### src/rtl/assert_macros.svh
// assertion macros used by the top-level rtl file
// depends on nothing; each macro expands to one labeled concurrent assertion
`ifndef ASSERT_MACROS_SVH
`define ASSERT_MACROS_SVH

// same-cycle implication, checked outside reset
`define ASSERT_IMPL(lbl, clk, rst_n, ante, cons) \
  lbl: assert property (@(posedge clk) disable iff (!rst_n) (ante) |-> (cons)) \
    else $error("%m: implication failed");

// next-cycle implication, checked outside reset
`define ASSERT_NEXT(lbl, clk, rst_n, ante, cons) \
  lbl: assert property (@(posedge clk) disable iff (!rst_n) (ante) |=> (cons)) \
    else $error("%m: next-cycle implication failed");

`endif

### src/rtl/iss_ram.sv
// generic single-write, single-read ram with registered read data
// depends on nothing
`timescale 1ns / 1ps

module iss_ram #(
  parameter int unsigned WIDTH = 32,
  parameter int unsigned DEPTH = 64
) (
  input  logic                     clk_i,
  input  logic                     we_i,
  input  logic [$clog2(DEPTH)-1:0] waddr_i,
  input  logic [WIDTH-1:0]         wdata_i,
  input  logic [$clog2(DEPTH)-1:0] raddr_i,
  output logic [WIDTH-1:0]         rdata_o
);

  logic [WIDTH-1:0] mem_q [DEPTH];
  logic [WIDTH-1:0] rdata_q;

  always_ff @(posedge clk_i) begin
    if (we_i) begin
      mem_q[waddr_i] <= wdata_i;
    end
    rdata_q <= mem_q[raddr_i];
  end

  assign rdata_o = rdata_q;

endmodule

### config.mk
export PLATFORM = sky130hd
export DESIGN_NAME = iss_ram
export DESIGN_NICKNAME = d
export VERILOG_FILES = /design/src/rtl/assert_macros.svh /design/src/rtl/iss_ram.sv
export SDC_FILE = /design/constraint.sdc
export NUM_CORES = 2
export LEC_CHECK = 0
export BUFFER_PORTS_ARGS = -buffer_cell sky130_fd_sc_hd__buf_2
export CAP_MARGIN = 30
export CORE_MARGIN = 2
export CORE_UTILIZATION = 25
export CTS_BUF_LIST = sky130_fd_sc_hd__clkbuf_2
export CTS_CLUSTER_SIZE = 12
export DETAILED_ROUTE_END_ITERATION = 10
export PLACE_DENSITY_LB_ADDON = 0.05
export SYNTH_ARGS = -nofsm -noshare
export SYNTH_HDL_FRONTEND = slang
export SYNTH_SLANG_ARGS = --single-unit
### constraint.sdc
create_clock -name clk_i -period 4.1 [get_ports clk_i]
set_input_delay 0.205 -clock clk_i [delete_from_list [all_inputs] [get_ports clk_i]]
set_output_delay 0.205 -clock clk_i [all_outputs]
set_load 0.01 [all_outputs]
# Word level (Yosys, flattened, before mapping)

Memory sizes are Yosys's and may differ from the RTL's. A register that Yosys moved wholly into a read port is not among the register bits.
Cells that the tools add are included.

Memories: 1
Memory bits (writable): 2048
Logic and storage cells: 3
Bits of input ports: 46
Bits in registers: 0

Memory list:

| memory | words | bits a word | rd ports | clocked after Yosys merged registers in | write ports | RTL line      | text |
|---|---|---|---|---|---|---|---|
| mem_q  | 64    | 32          | 1        | 1                                       | 1           | iss_ram.sv:17 | `logic [WIDTH-1:0] mem_q [DEPTH];` |

Mux-type cells: 2

Operators by type and width:

| kind   | count |
|---|---|
| $mux 1 | 2 |

# Logic depth before layout (Yosys ltp)

Depth after elaboration: 2
Gate-level depth with buffers: 10
Gate-level depth less buffers: 5

# Worst setup path after synthesis

OpenSTA, ideal clock, no wires.

Path kind: input to register
Start point: input waddr_i[3]
End point: memory mem_q[48][0] (enable)
Path buffers: 1
Cell stages on the path: 4
Slack: 0.735 ns
Required time: 3.639 ns
Arrival: 2.904 ns
Cells stage by stage: clkbuf_1 -> nor2b_1 -> nand4b_1 -> nor3_1

RTL lines:

| element            | RTL line      | text |
|---|---|---|
| start: declaration | iss_ram.sv:11 | `input logic [$clog2(DEPTH)-1:0] waddr_i,` |
| end: declaration   | iss_ram.sv:17 |  |

Straight into the memory's write port.

==> metrics.txt <==
die area=318,600 sq um; R2R cell count=9; core area=312,200 sq um; Sinks on Clock Net=roughly 2,100; skew final=0.1742 ns; Post-Syn Area=78,520 sq um; post-cts sizing count=0; Cell Rows=205; cts bufs inserted=590; share of layout cells above drive strength 1=0.3981; r2r setup slk=0.36 ns; Post-synth EDFFs=roughly 2,000; Hold Path End=mem_q[15][13]; Worst R2R Start=mem_q[31][4]; synthesized netlist cell count=3,324; final hold violations=0; # Post-CTS Setup Buffers=0; Worst-Skew Late Latency=2.06 ns; met1 usage=0.2178; CP required=approximately 6 ns; Area Overhead vs Synth=19.76%; run status=completed; hold depth=6; crit path time final=around 4.0 ns; Critical Path Fanout Max=9; initial DRC count=2,937; share of flip-flops with an asynchronous set or reset=0; startpoint types=primary input; Final Max Slew Viols=0; Detailed Route WL=roughly 270,000 um; Synth cell types=34; RSZ-0062 raised after global routing=false; vias in the first global route=43,700; Slew @ Worst Pin=about 1.0 ns; DRT Pass-1 Iters=5; # setup viols final=0; power per cell area=445.0 nW/um^2; RR Endpoint=rdata_o[4]; M2 GR Usage=0.2892; Vias=approximately 40,000; CTS clock-pin slew for the worst setup and hold paths=0.09 ns; Crit Path Category=in -> reg; worst hold path class=in -> reg; DRT antenna net count=0; Worst slew margin=0.3096; DR vias/cell=4.508; leading area contributor after synthesis=edfxtp_1; period utilization=0.9845; critical path arrival=5.87 ns; WL/cell=30.33 um; # DRC=0; Die H=~560 um; Max Fclk=0.2477 GHz; initial antenna violation count=20; clk buf depth=4; I/O Pins=78; total track usage=0.1680; syn_nets=3,370; syn_area_per_cell=23.62 sq um; min-delay src=wdata_i[13]; register bit total from synthesis=2,080; overall power=41.84 mW; grt met3 use=0.03006; DP HPWL=roughly 150,000 um; CTS tree=done; Synth area leaders=edfxtp_1, mux4_2, mux2i_1, dfxtp_1, o22ai_1; leakage power=30.15 nW; first-pass GRT wire length=365,700 um; GRT Max-Usage Layer=met2; GP Congestion=0.7234; most frequent cell after synthesis=edfxtp_1; VDD IR max=around 0.25 mV; Max-Cap Viols=0; synth cell count leaders=edfxtp_1, mux4_2, nor2_1; number of port buffers=77; Crit. End Element=register; final setup TNS=0 ns; CTS H-Tree Depth=6; Initial Util=0.2515; sequential area share after synthesis=0.7914; nets@finish=roughly 4,300; pin count of the biggest net entering global routing=90; Synth top area share=0.7833; root buffer cell=clkbuf_2; GRT overflow=0; synthesis warning total=0; Die Width=564.4 um; main flop type after synthesis=edfxtp_1
how the worst max path moves through the flow:
stage,start,to,slack (ns)
CTS,raddr_i[1],rdata_o[4],0.23
floorplan,waddr_i[3],mem_q[48][0],0.74
global placement,raddr_i[2],rdata_o[3],0.42
global route,raddr_i[5],rdata_o[18],0.22
finish,raddr_i[5],rdata_o[18],0.06
detailed placement,raddr_i[2],rdata_o[3],0.39
cell families (layout without fill, tap and decap cells):
| logic type | after synthesis | in the layout | synth area share |
|---|---|---|---|
| DFF | 2080 | 2080 | 0.7914 |
| and+or+nand+nor | 223 | 223 | 0.01265 |
| other | 0 | 17 | 0 |
| buffers and inverters | 182 | 1548 | 0.01128 |
| muxes | 637 | 637 | 0.1679 |
| AOI/OAI and AO/OA | 202 | 202 | 0.01673 |
timing repair:
action                                  4_1_cts  5_1_grt
endpoints found under the setup margin        0        1
endpoints found under the hold margin      4128        0
hold buffers                                192        0
stage by stage:
step                worst slack, ns  hold slack [ns]  utilization  instances  area [sq um]
floorplan                    0.7352           0.3039            -       3324         78520
global placement             0.4211           0.6089       0.2752       7580         85910
detailed placement           0.3881           0.5805       0.2755       7583         85990
CTS                          0.2321         0.009155       0.3007       8826         93870
global route                 0.2199           0.1077       0.3012       8838         94010
finish                      0.06361           0.3382       0.3012       8847         94030
placed cells by master, fill, tap and decap left out, drive strengths merged:
master	n
a21oi	62
a22oi	12
a311oi	8
a31oi	1
a41o	4
and2	2
and3	4
buf	335
bufinv	10
clkbuf	823
clkinv	185
clkinvlp	13
dfxtp	32
diode	17
dlygate4sd3	160
edfxtp	2048
inv	22
mux2i	93
mux4	544
nand2	26
nand2b	8
nand3	5
nand3b	5
nand4	2
nand4b	1
nor2	137
nor2b	15
nor3	7
o221ai	27
o22ai	84
o32ai	4
or2	3
or3	3
or3b	5
state kept, by name (all words and copies together), names as in the netlist:
signal / flops
mem_q: 2048
rdata_o: 32
power by group:
group          leakage [nW]  switching [mW]  internal, mW
logic                  7.39            1.57          1.05
registers              18.7           0.129          23.5
clock network          4.06            9.39          6.20
per-layer routing:
layer	wire length, um	part of all wire
met5	146	0.00054
met4	5322	0.020
met3	10560	0.039
met2	135400	0.50
met1	116900	0.44
layout make-up:
type,count,area (sq um)
Antenna cell,17,42.54
Clock buffer,821,4109
Clock inverter,230,1374
Fill cell,30460,218100
Multi-Input combinational cell,1062,15970
Sequential cell,2080,62140
Tap cell,4140,5180
Timing Repair Buffer,497,5216
worst max-delay path, stage by stage:
cell,delay [ns]
dlygate4sd3_1,0.52
dlygate4sd3_1,0.55
buf_2,0.43
dlygate4sd3_1,1.31
and2_1,0.24
dlygate4sd3_1,0.60
nand2_1,0.06
dlygate4sd3_1,0.56
a31oi_1,0.19
dlygate4sd3_1,0.58
nor2_1,0.04
dlygate4sd3_1,0.57
Power figures use the tool's default switching activity.
