### config.mk
export PLATFORM = sky130hd
export DESIGN_NAME = iss_seq
export DESIGN_NICKNAME = d
export VERILOG_FILES = /design/src/rtl/assert_macros.svh /design/src/rtl/iss_pkg.sv /design/src/rtl/iss_seq.sv
export SDC_FILE = /design/constraint.sdc
export NUM_CORES = 1
export LEC_CHECK = 0
export BUFFER_PORTS_ARGS = -buffer_cell sky130_fd_sc_hd__buf_2
export CAP_MARGIN = 30
export CORE_MARGIN = 2
export CORE_UTILIZATION = 35
export CTS_CLUSTER_DIAMETER = 60
export CTS_CLUSTER_SIZE = 25
export DETAILED_ROUTE_END_ITERATION = 7
export SLEW_MARGIN = 10
export SYNTH_ARGS = -nofsm -noshare
export SYNTH_HDL_FRONTEND = slang
export SYNTH_SLANG_ARGS = --single-unit
### constraint.sdc
create_clock -name clk_i -period 2.55 [get_ports clk_i]
set_input_delay 0.255 -clock clk_i [delete_from_list [all_inputs] [get_ports clk_i]]
set_output_delay 0.255 -clock clk_i [all_outputs]
set_load 0.05 [all_outputs]
### src/rtl/assert_macros.svh
// assertion macros used by the top-level rtl file
// depends on nothing; each macro expands to one labeled concurrent assertion
`ifndef ASSERT_MACROS_SVH
`define ASSERT_MACROS_SVH

// same-cycle implication, checked outside reset
`define ASSERT_IMPL(lbl, clk, rst_n, ante, cons) \
  lbl: assert property (@(posedge clk) disable iff (!rst_n) (ante) |-> (cons)) \
    else $error("%m: implication failed");

// next-cycle implication, checked outside reset
`define ASSERT_NEXT(lbl, clk, rst_n, ante, cons) \
  lbl: assert property (@(posedge clk) disable iff (!rst_n) (ante) |=> (cons)) \
    else $error("%m: next-cycle implication failed");

`endif

### src/rtl/iss_pkg.sv
// shared types, codes and the microcode rom of the indexed sequential search unit
// depends on nothing
`timescale 1ns / 1ps

package iss_pkg;

  // default sizes
  localparam int unsigned ArrayDepthDef = 256;
  localparam int unsigned IndexDepthDef = 64;
  localparam int unsigned BlockSizeDef  = 4;

  // field widths fixed by the interface
  localparam int unsigned KeyW   = 32;
  localparam int unsigned PosW   = 8;
  localparam int unsigned OpW    = 2;
  localparam int unsigned CompW  = 3;
  localparam int unsigned AlenW  = 9;
  localparam int unsigned IlenW  = 7;
  localparam int unsigned CfgIdxW = 1;
  localparam int unsigned CfgDataW = 9;

  // operation codes
  localparam logic [OpW-1:0] OP_WRITE_KEY   = 2'd0;
  localparam logic [OpW-1:0] OP_WRITE_INDEX = 2'd1;
  localparam logic [OpW-1:0] OP_SEARCH      = 2'd2;

  // configuration register indexes
  localparam logic [CfgIdxW-1:0] REG_ARRAY_LENGTH = 1'b0;
  localparam logic [CfgIdxW-1:0] REG_INDEX_LENGTH = 1'b1;

  typedef enum logic [1:0] {
    ST_FOUND        = 2'd0,
    ST_NO_BLOCK     = 2'd1,
    ST_NOT_IN_BLOCK = 2'd2
  } status_e;

  // microprogram steps
  localparam int unsigned StepW = 4;
  typedef enum logic [StepW-1:0] {
    S_WAIT       = 4'd0,
    S_SETUP      = 4'd1,
    S_LO         = 4'd2,
    S_PAIR       = 4'd3,
    S_EMIT_NOBLK = 4'd4,
    S_BINIT      = 4'd5,
    S_BCHK       = 4'd6,
    S_BCMP       = 4'd7,
    S_EMIT_NOTIN = 4'd8,
    S_EMIT_FOUND = 4'd9
  } step_e;

  // jump conditions
  typedef enum logic [3:0] {
    C_NONE,
    C_ALWAYS,
    C_SEARCH,
    C_SHORT,
    C_MATCH,
    C_MORE,
    C_BEND,
    C_HIT,
    C_BUSY
  } cond_e;

  // datapath controls of one microword
  typedef struct packed {
    logic    in_rdy;
    logic    idx_rd;
    logic    lo_ld;
    logic    pair_step;
    logic    blk_init;
    logic    key_cmp;
    logic    emit;
    status_e status;
  } ctrl_t;

  // datapath flags seen by the sequencer
  typedef struct packed {
    logic search_acc;
    logic short_idx;
    logic pair_match;
    logic pair_more;
    logic blk_end;
    logic key_hit;
    logic out_busy;
  } flags_t;

  typedef struct packed {
    ctrl_t ctrl;
    cond_e cond_a;
    step_e tgt_a;
    cond_e cond_b;
    step_e tgt_b;
  } uword_t;

  // control store; a step without a taken jump falls through to the next
  function automatic uword_t ucode(step_e s);
    uword_t w;
    w = '0;
    w.cond_a = C_NONE;
    w.tgt_a  = S_WAIT;
    w.cond_b = C_NONE;
    w.tgt_b  = S_WAIT;
    w.ctrl.status = ST_FOUND;
    unique case (s)
      S_WAIT: begin
        w.ctrl.in_rdy = 1'b1;
        w.cond_a = C_SEARCH;
        w.tgt_a  = S_SETUP;
        w.cond_b = C_ALWAYS;
        w.tgt_b  = S_WAIT;
      end
      S_SETUP: begin
        w.ctrl.idx_rd = 1'b1;
        w.cond_a = C_SHORT;
        w.tgt_a  = S_EMIT_NOBLK;
      end
      S_LO: begin
        w.ctrl.idx_rd = 1'b1;
        w.ctrl.lo_ld  = 1'b1;
      end
      S_PAIR: begin
        w.ctrl.idx_rd    = 1'b1;
        w.ctrl.pair_step = 1'b1;
        w.cond_a = C_MATCH;
        w.tgt_a  = S_BINIT;
        w.cond_b = C_MORE;
        w.tgt_b  = S_PAIR;
      end
      S_EMIT_NOBLK: begin
        w.ctrl.emit   = 1'b1;
        w.ctrl.status = ST_NO_BLOCK;
        w.cond_a = C_BUSY;
        w.tgt_a  = S_EMIT_NOBLK;
        w.cond_b = C_ALWAYS;
        w.tgt_b  = S_WAIT;
      end
      S_BINIT: begin
        w.ctrl.blk_init = 1'b1;
      end
      S_BCHK: begin
        w.cond_a = C_BEND;
        w.tgt_a  = S_EMIT_NOTIN;
      end
      S_BCMP: begin
        w.ctrl.key_cmp = 1'b1;
        w.cond_a = C_HIT;
        w.tgt_a  = S_EMIT_FOUND;
        w.cond_b = C_ALWAYS;
        w.tgt_b  = S_BCHK;
      end
      S_EMIT_NOTIN: begin
        w.ctrl.emit   = 1'b1;
        w.ctrl.status = ST_NOT_IN_BLOCK;
        w.cond_a = C_BUSY;
        w.tgt_a  = S_EMIT_NOTIN;
        w.cond_b = C_ALWAYS;
        w.tgt_b  = S_WAIT;
      end
      S_EMIT_FOUND: begin
        w.ctrl.emit   = 1'b1;
        w.ctrl.status = ST_FOUND;
        w.cond_a = C_BUSY;
        w.tgt_a  = S_EMIT_FOUND;
        w.cond_b = C_ALWAYS;
        w.tgt_b  = S_WAIT;
      end
      default: begin
        w.cond_a = C_ALWAYS;
        w.tgt_a  = S_WAIT;
      end
    endcase
    return w;
  endfunction

  function automatic logic cond_true(cond_e c, flags_t f);
    logic r;
    r = 1'b0;
    unique case (c)
      C_NONE:   r = 1'b0;
      C_ALWAYS: r = 1'b1;
      C_SEARCH: r = f.search_acc;
      C_SHORT:  r = f.short_idx;
      C_MATCH:  r = f.pair_match;
      C_MORE:   r = f.pair_more;
      C_BEND:   r = f.blk_end;
      C_HIT:    r = f.key_hit;
      C_BUSY:   r = f.out_busy;
      default:  r = 1'b0;
    endcase
    return r;
  endfunction

endpackage

### src/rtl/iss_seq.sv
// microcode sequencer: step register, control rom lookup and two-way jumps
// depends on iss_pkg
`timescale 1ns / 1ps

module iss_seq (
  input  logic            clk_i,
  input  logic            rst_ni,
  input  iss_pkg::flags_t flags_i,
  output iss_pkg::ctrl_t  ctrl_o
);

  iss_pkg::step_e  step_q, step_d;
  iss_pkg::uword_t uword;

  always_ff @(posedge clk_i or negedge rst_ni) begin
    if (!rst_ni) begin
      step_q <= iss_pkg::S_WAIT;
    end else begin
      step_q <= step_d;
    end
  end

  always_comb begin
    uword = iss_pkg::ucode(step_q);
    if (iss_pkg::cond_true(uword.cond_a, flags_i)) begin
      step_d = uword.tgt_a;
    end else if (iss_pkg::cond_true(uword.cond_b, flags_i)) begin
      step_d = uword.tgt_b;
    end else begin
      step_d = iss_pkg::step_e'(step_q + iss_pkg::StepW'(1));
    end
  end

  assign ctrl_o = uword.ctrl;

endmodule

### Yosys cells after proc, flatten, opt, wreduce, memory -nomap -nowiden

Cells that the tools add are included.
W data, S select, Z words.

| storage, ports and cells | value |
|---|---|
| register bits | 4 |
| output and inout port bits | 9 |
| word-level logic and storage cells | 45 |

| operators by class | value |
|---|---|
| $add $sub $neg | 1 |
| equality and inequality tests | 25 |
| mux-type cells | 14 |
| reductions and logical operators | 4 |

Operators with widths:

| cell | number |
|---|---|
| $pmux W8 S9 | 1 |
| $eq A4 B3 Y1 const B | 12 |
| $eq A4 B2 Y1 const B | 6 |
| $pmux W7 S3 | 1 |
| $eq A4 B4 Y1 const B | 4 |
| $pmux W1 S8 | 2 |
| $eq A4 B1 Y1 const B | 3 |
| $pmux W3 S3 | 1 |
| $mux W4 | 2 |
| $mux W1 | 7 |
| $add A4 B1 Y4 const B | 1 |
| $logic_not A4 Y1 | 1 |
| $reduce_or A4 Y1 | 1 |
| $reduce_or A3 Y1 | 1 |
| $reduce_or A2 Y1 | 1 |

### Depth between registers and ports, before layout

| logic depth | value |
|---|---|
| depth in word-level cells | 8 |
| depth in mapped cells | 8 |
| depth with buffers taken out | 7 |

### Least setup slack after synthesis

No wires, ideal clock.

| path | value |
|---|---|
| kind | reg2reg |
| start | register step_q[0] |
| end | register step_q[0] |
| arrival | 2.347 ns |
| path slack | 0.124 ns |
| cell stages (with the launch flop) | 8 |
| cells stage by stage | dfrtp_1 ha_1 buf_6 inv_2 nor3_1 nand2_1 a21o_1 mux2i_1 |

| on the way | value |
|---|---|
| cells in the longest elaborated chain, start to end | 8 |

RTL lines:

| what | RTL line | RTL |
|---|---|---|
| start: declaration | iss_seq.sv:12 | `iss_pkg::step_e step_q, step_d;` |
| start signal: assignment | iss_seq.sv:17 | `step_q <= iss_pkg::S_WAIT;` |
| start signal: assignment | iss_seq.sv:19 | `step_q <= step_d;` |
| $eq A4 B4 Y1, or another cell as far along | iss_pkg.sv:105 | `unique case (s)` |
| $reduce_or A4 Y1 (no line) | - |  |
| $pmux W7 S3 | iss_pkg.sv:105 |  |
| $eq A4 B4 Y1, or another cell as far along | iss_pkg.sv:179 | `unique case (c)` |
| $pmux W1 S8 | iss_pkg.sv:179 |  |
| $mux W1 | iss_seq.sv:25 | `if (iss_pkg::cond_true(uword.cond_a, flags_i)) begin` |
| $mux W4 | iss_seq.sv:27 | `end else if (iss_pkg::cond_true(uword.cond_b, flags_i)) begin` |
| $mux W4 (*) | iss_seq.sv:25 |  |
| net step_d[0] | iss_seq.sv:12 |  |

The timed path passes the listed nets; every way through them passes the cells marked *. The select of a mux whose other input is x is not followed.

### Final worst setup path

| path | value |
|---|---|
| start | register step_q[0] |
| end | register step_q[2] |

The elaborated chain is that of the path after synthesis.

==> reports/metrics.yaml <==
outcome:
  outcome: "finished clean"
die:
  pin_count: 18
  core_area_um2: 1900
  die_y_um: 48.4
  die_w_um: 48.4
  fp-row-count: 16
  die-area_um2: 2340
  start_util_pct: 36.2
worst_setup_path:
  critPathRequiredTime_ps: 2660
  cp_data_arrival_time_ps: 2380
  cp-start-kind: "flip-flop"
  timing.critical_path.from: "step_q[0]"
  r2r_start: "step_q[0]"
  path_class: "reg -> reg"
  crit_path_max_fanout: 11
  cp-end-kind: "flip-flop"
power:
  pwr_density_cell_nw_per_um2: 1350
  cellLeakagePower_nw: 0.354
  ir_drop_uv: 426
detailed_routing:
  met1_length_um: 694
  vias: 674
  firstDrtPassIters: 4
  viasPerCell: 5.22
  drc_errors: 0
  drtIter0Drc: 15
  wl_met3_um: 75
  totalWireLength_mm: 1.57
  antenna_left: 0
  routedWlPerCell_um: 12.2
  top_layer_used: "met3"
  wl_met2_um: 800
synth:
  syn_area_um2: 689
  seq_area_frac_synth_pct: 14.5
  synthArstFlopShare_pct: 100
  syn_area_per_cell_um2: 8.02
  syn_inst: 86
  yosys.cell_types.count: 44
  synthFlopType: "dfrtp_1"
  synth_nets: 99
  synth_seq_cells: 4
  yosysWarnings: 0
  synth_edf_count: 0
timing:
  fin_tns_setup_ps: 0
  hold_viol_final: 0
  rsz0062_at_grt: "false"
  tightest_slew_ps: 685
  fmax_mhz: 442
  setup_viol: 0
  relSlewSlack_pct: 54.4
  skew_ps: 1.59
  finalCriticalPeriod_ps: 2260
  final_max_slew_viol_count: 0
  timing.final.ws_setup_ps: 286
  period_share_pct: 88.8
place:
  place_ws_ps: 294
  dpl_cell_area_um2: 756
  dp_hpwl_mm: 1.24
  place.gp.congestion: 0.785
  port_buffers: 17
cells_and_area:
  layout_commonest_cell: "buf_2"
  top_register: "step_q"
  utilization_pct: 41.4
  final_area_um2: 788
  final_cell_mix: "17 x buf_2, 11 x nor2_1, 7 x a21oi_1"
  drive_gt1_share_pct: 35.3
  num_antenna_cells: 0
  largest_reg_flops: 4
  fin_nets: 117
  largestRegisters: "step_q (4)"
  syn_to_final_growth_pct: 14.3
clock_tree:
  htree_levels: 1
  clk_pin_slew_ps: 40
  cts_tree: "yes"
  ctsLongestPathBuffers: 2
  ctsRootBufferMaster: "clkbuf_4"
  clock_sinks: 4
  clk_latency_ps: 230
  cts_buffers: 3
global_route:
  grt_pass1_wl_mm: 2.72
  grt_pass1_vias: 626
  antenna_found_initial: 0
  grtUsageTotal_pct: 14.3
  grt_max_degree: 20
  grt_overflow: 0
hold_path:
  holdCritPathClass: "in -> async"
job:
  maxCapViolCount: 0
## cells by family after synthesis
| kind of cell | after synthesis | synth area share [%] |
|---|---|---|
| and+or+nand+nor | 35 | 29.2 |
| buffers and inverters | 14 | 13.6 |
| AOI/OAI and AO/OA | 26 | 30.3 |
| adders and majority gates | 4 | 7.26 |
| muxes | 3 | 5.08 |
| DFF | 4 | 14.5 |
## metal layers
metal | track usage (%) | vias to the layer above
li1 | - | 340
met1 | 16.8 | 317
met2 | 25.5 | 17
met3 | 2.47 | 0
met4 | 6.19 | 0
met5 | 0 | -
## metrics by stage
stage	cells	hold WS (ps)	power, mW
2_1_floorplan	86	-40.6	0.873
3_3_place_gp	125	63.3	0.985
3_5_place_dp	125	60.8	0.982
4_1_cts	129	341	1.07
5_1_grt	129	348	1.15
6_report	129	350	1.06
## path summary, 6_finish.rpt
check,end,slack (ps),cells after the start
min in group clk_i,step_q[0],420,4
max reg2reg,step_q[2],290,7
min reg2reg,step_q[3],690,3
max in group asynchronous,step_q[1],2080,2
max,step_q[2],290,7
min,step_q[2],350,2
## Yosys cell counts, types with 2 or more instances
master     n  area share (%)
a21oi_1    7             5.1
and2_1     2             1.8
buf_6      3             4.9
dfrtp_1    4              15
ha_1       4             7.3
inv_1      4             2.2
inv_2      2             1.1
mux2i_1    2             2.9
nand2_1    4             2.2
nand2b_1   2             1.8
nand3b_1   2             2.2
nor2_1    11             6.0
nor2_2     2             1.8
nor3_1     4             2.9
o21ai_0    3             2.2
o21ai_1    2             1.5
## worst max-delay path, stage by stage, from the launching register on
cell and delay [ps]:
dfrtp_1 410, inv_1 90, ha_1 410, nor3_2 80
a21oi_1 240, a31oi_1 170, o32ai_4 410, mux2_4 330
## where the power goes
part | internal, mW | total, mW | leakage (nW) | switching, mW
combinational | 0.322 | 0.852 | 0.286 | 0.530
sequential | 0.0853 | 0.134 | 0.0534 | 0.0484
clock | 0.0525 | 0.0765 | 0.0138 | 0.0240
## what timing repair did
item / 4_1_cts / 5_1_grt
gates resized for setup: 0 / 0
hold endpoints to repair: 4 / 0
buffers inserted: 0 / 0
hold buffers: 1 / 0
## cell type report
type | count | area (µm²)
Inverter | 7 | 26.3
Clock buffer | 3 | 22.5
Tap cell | 27 | 33.8
Multi-Input combinational cell | 68 | 495
Fill cell | 197 | 1110
Timing Repair Buffer | 20 | 110
Sequential cell | 4 | 100
Power figures use the tool's default switching activity.
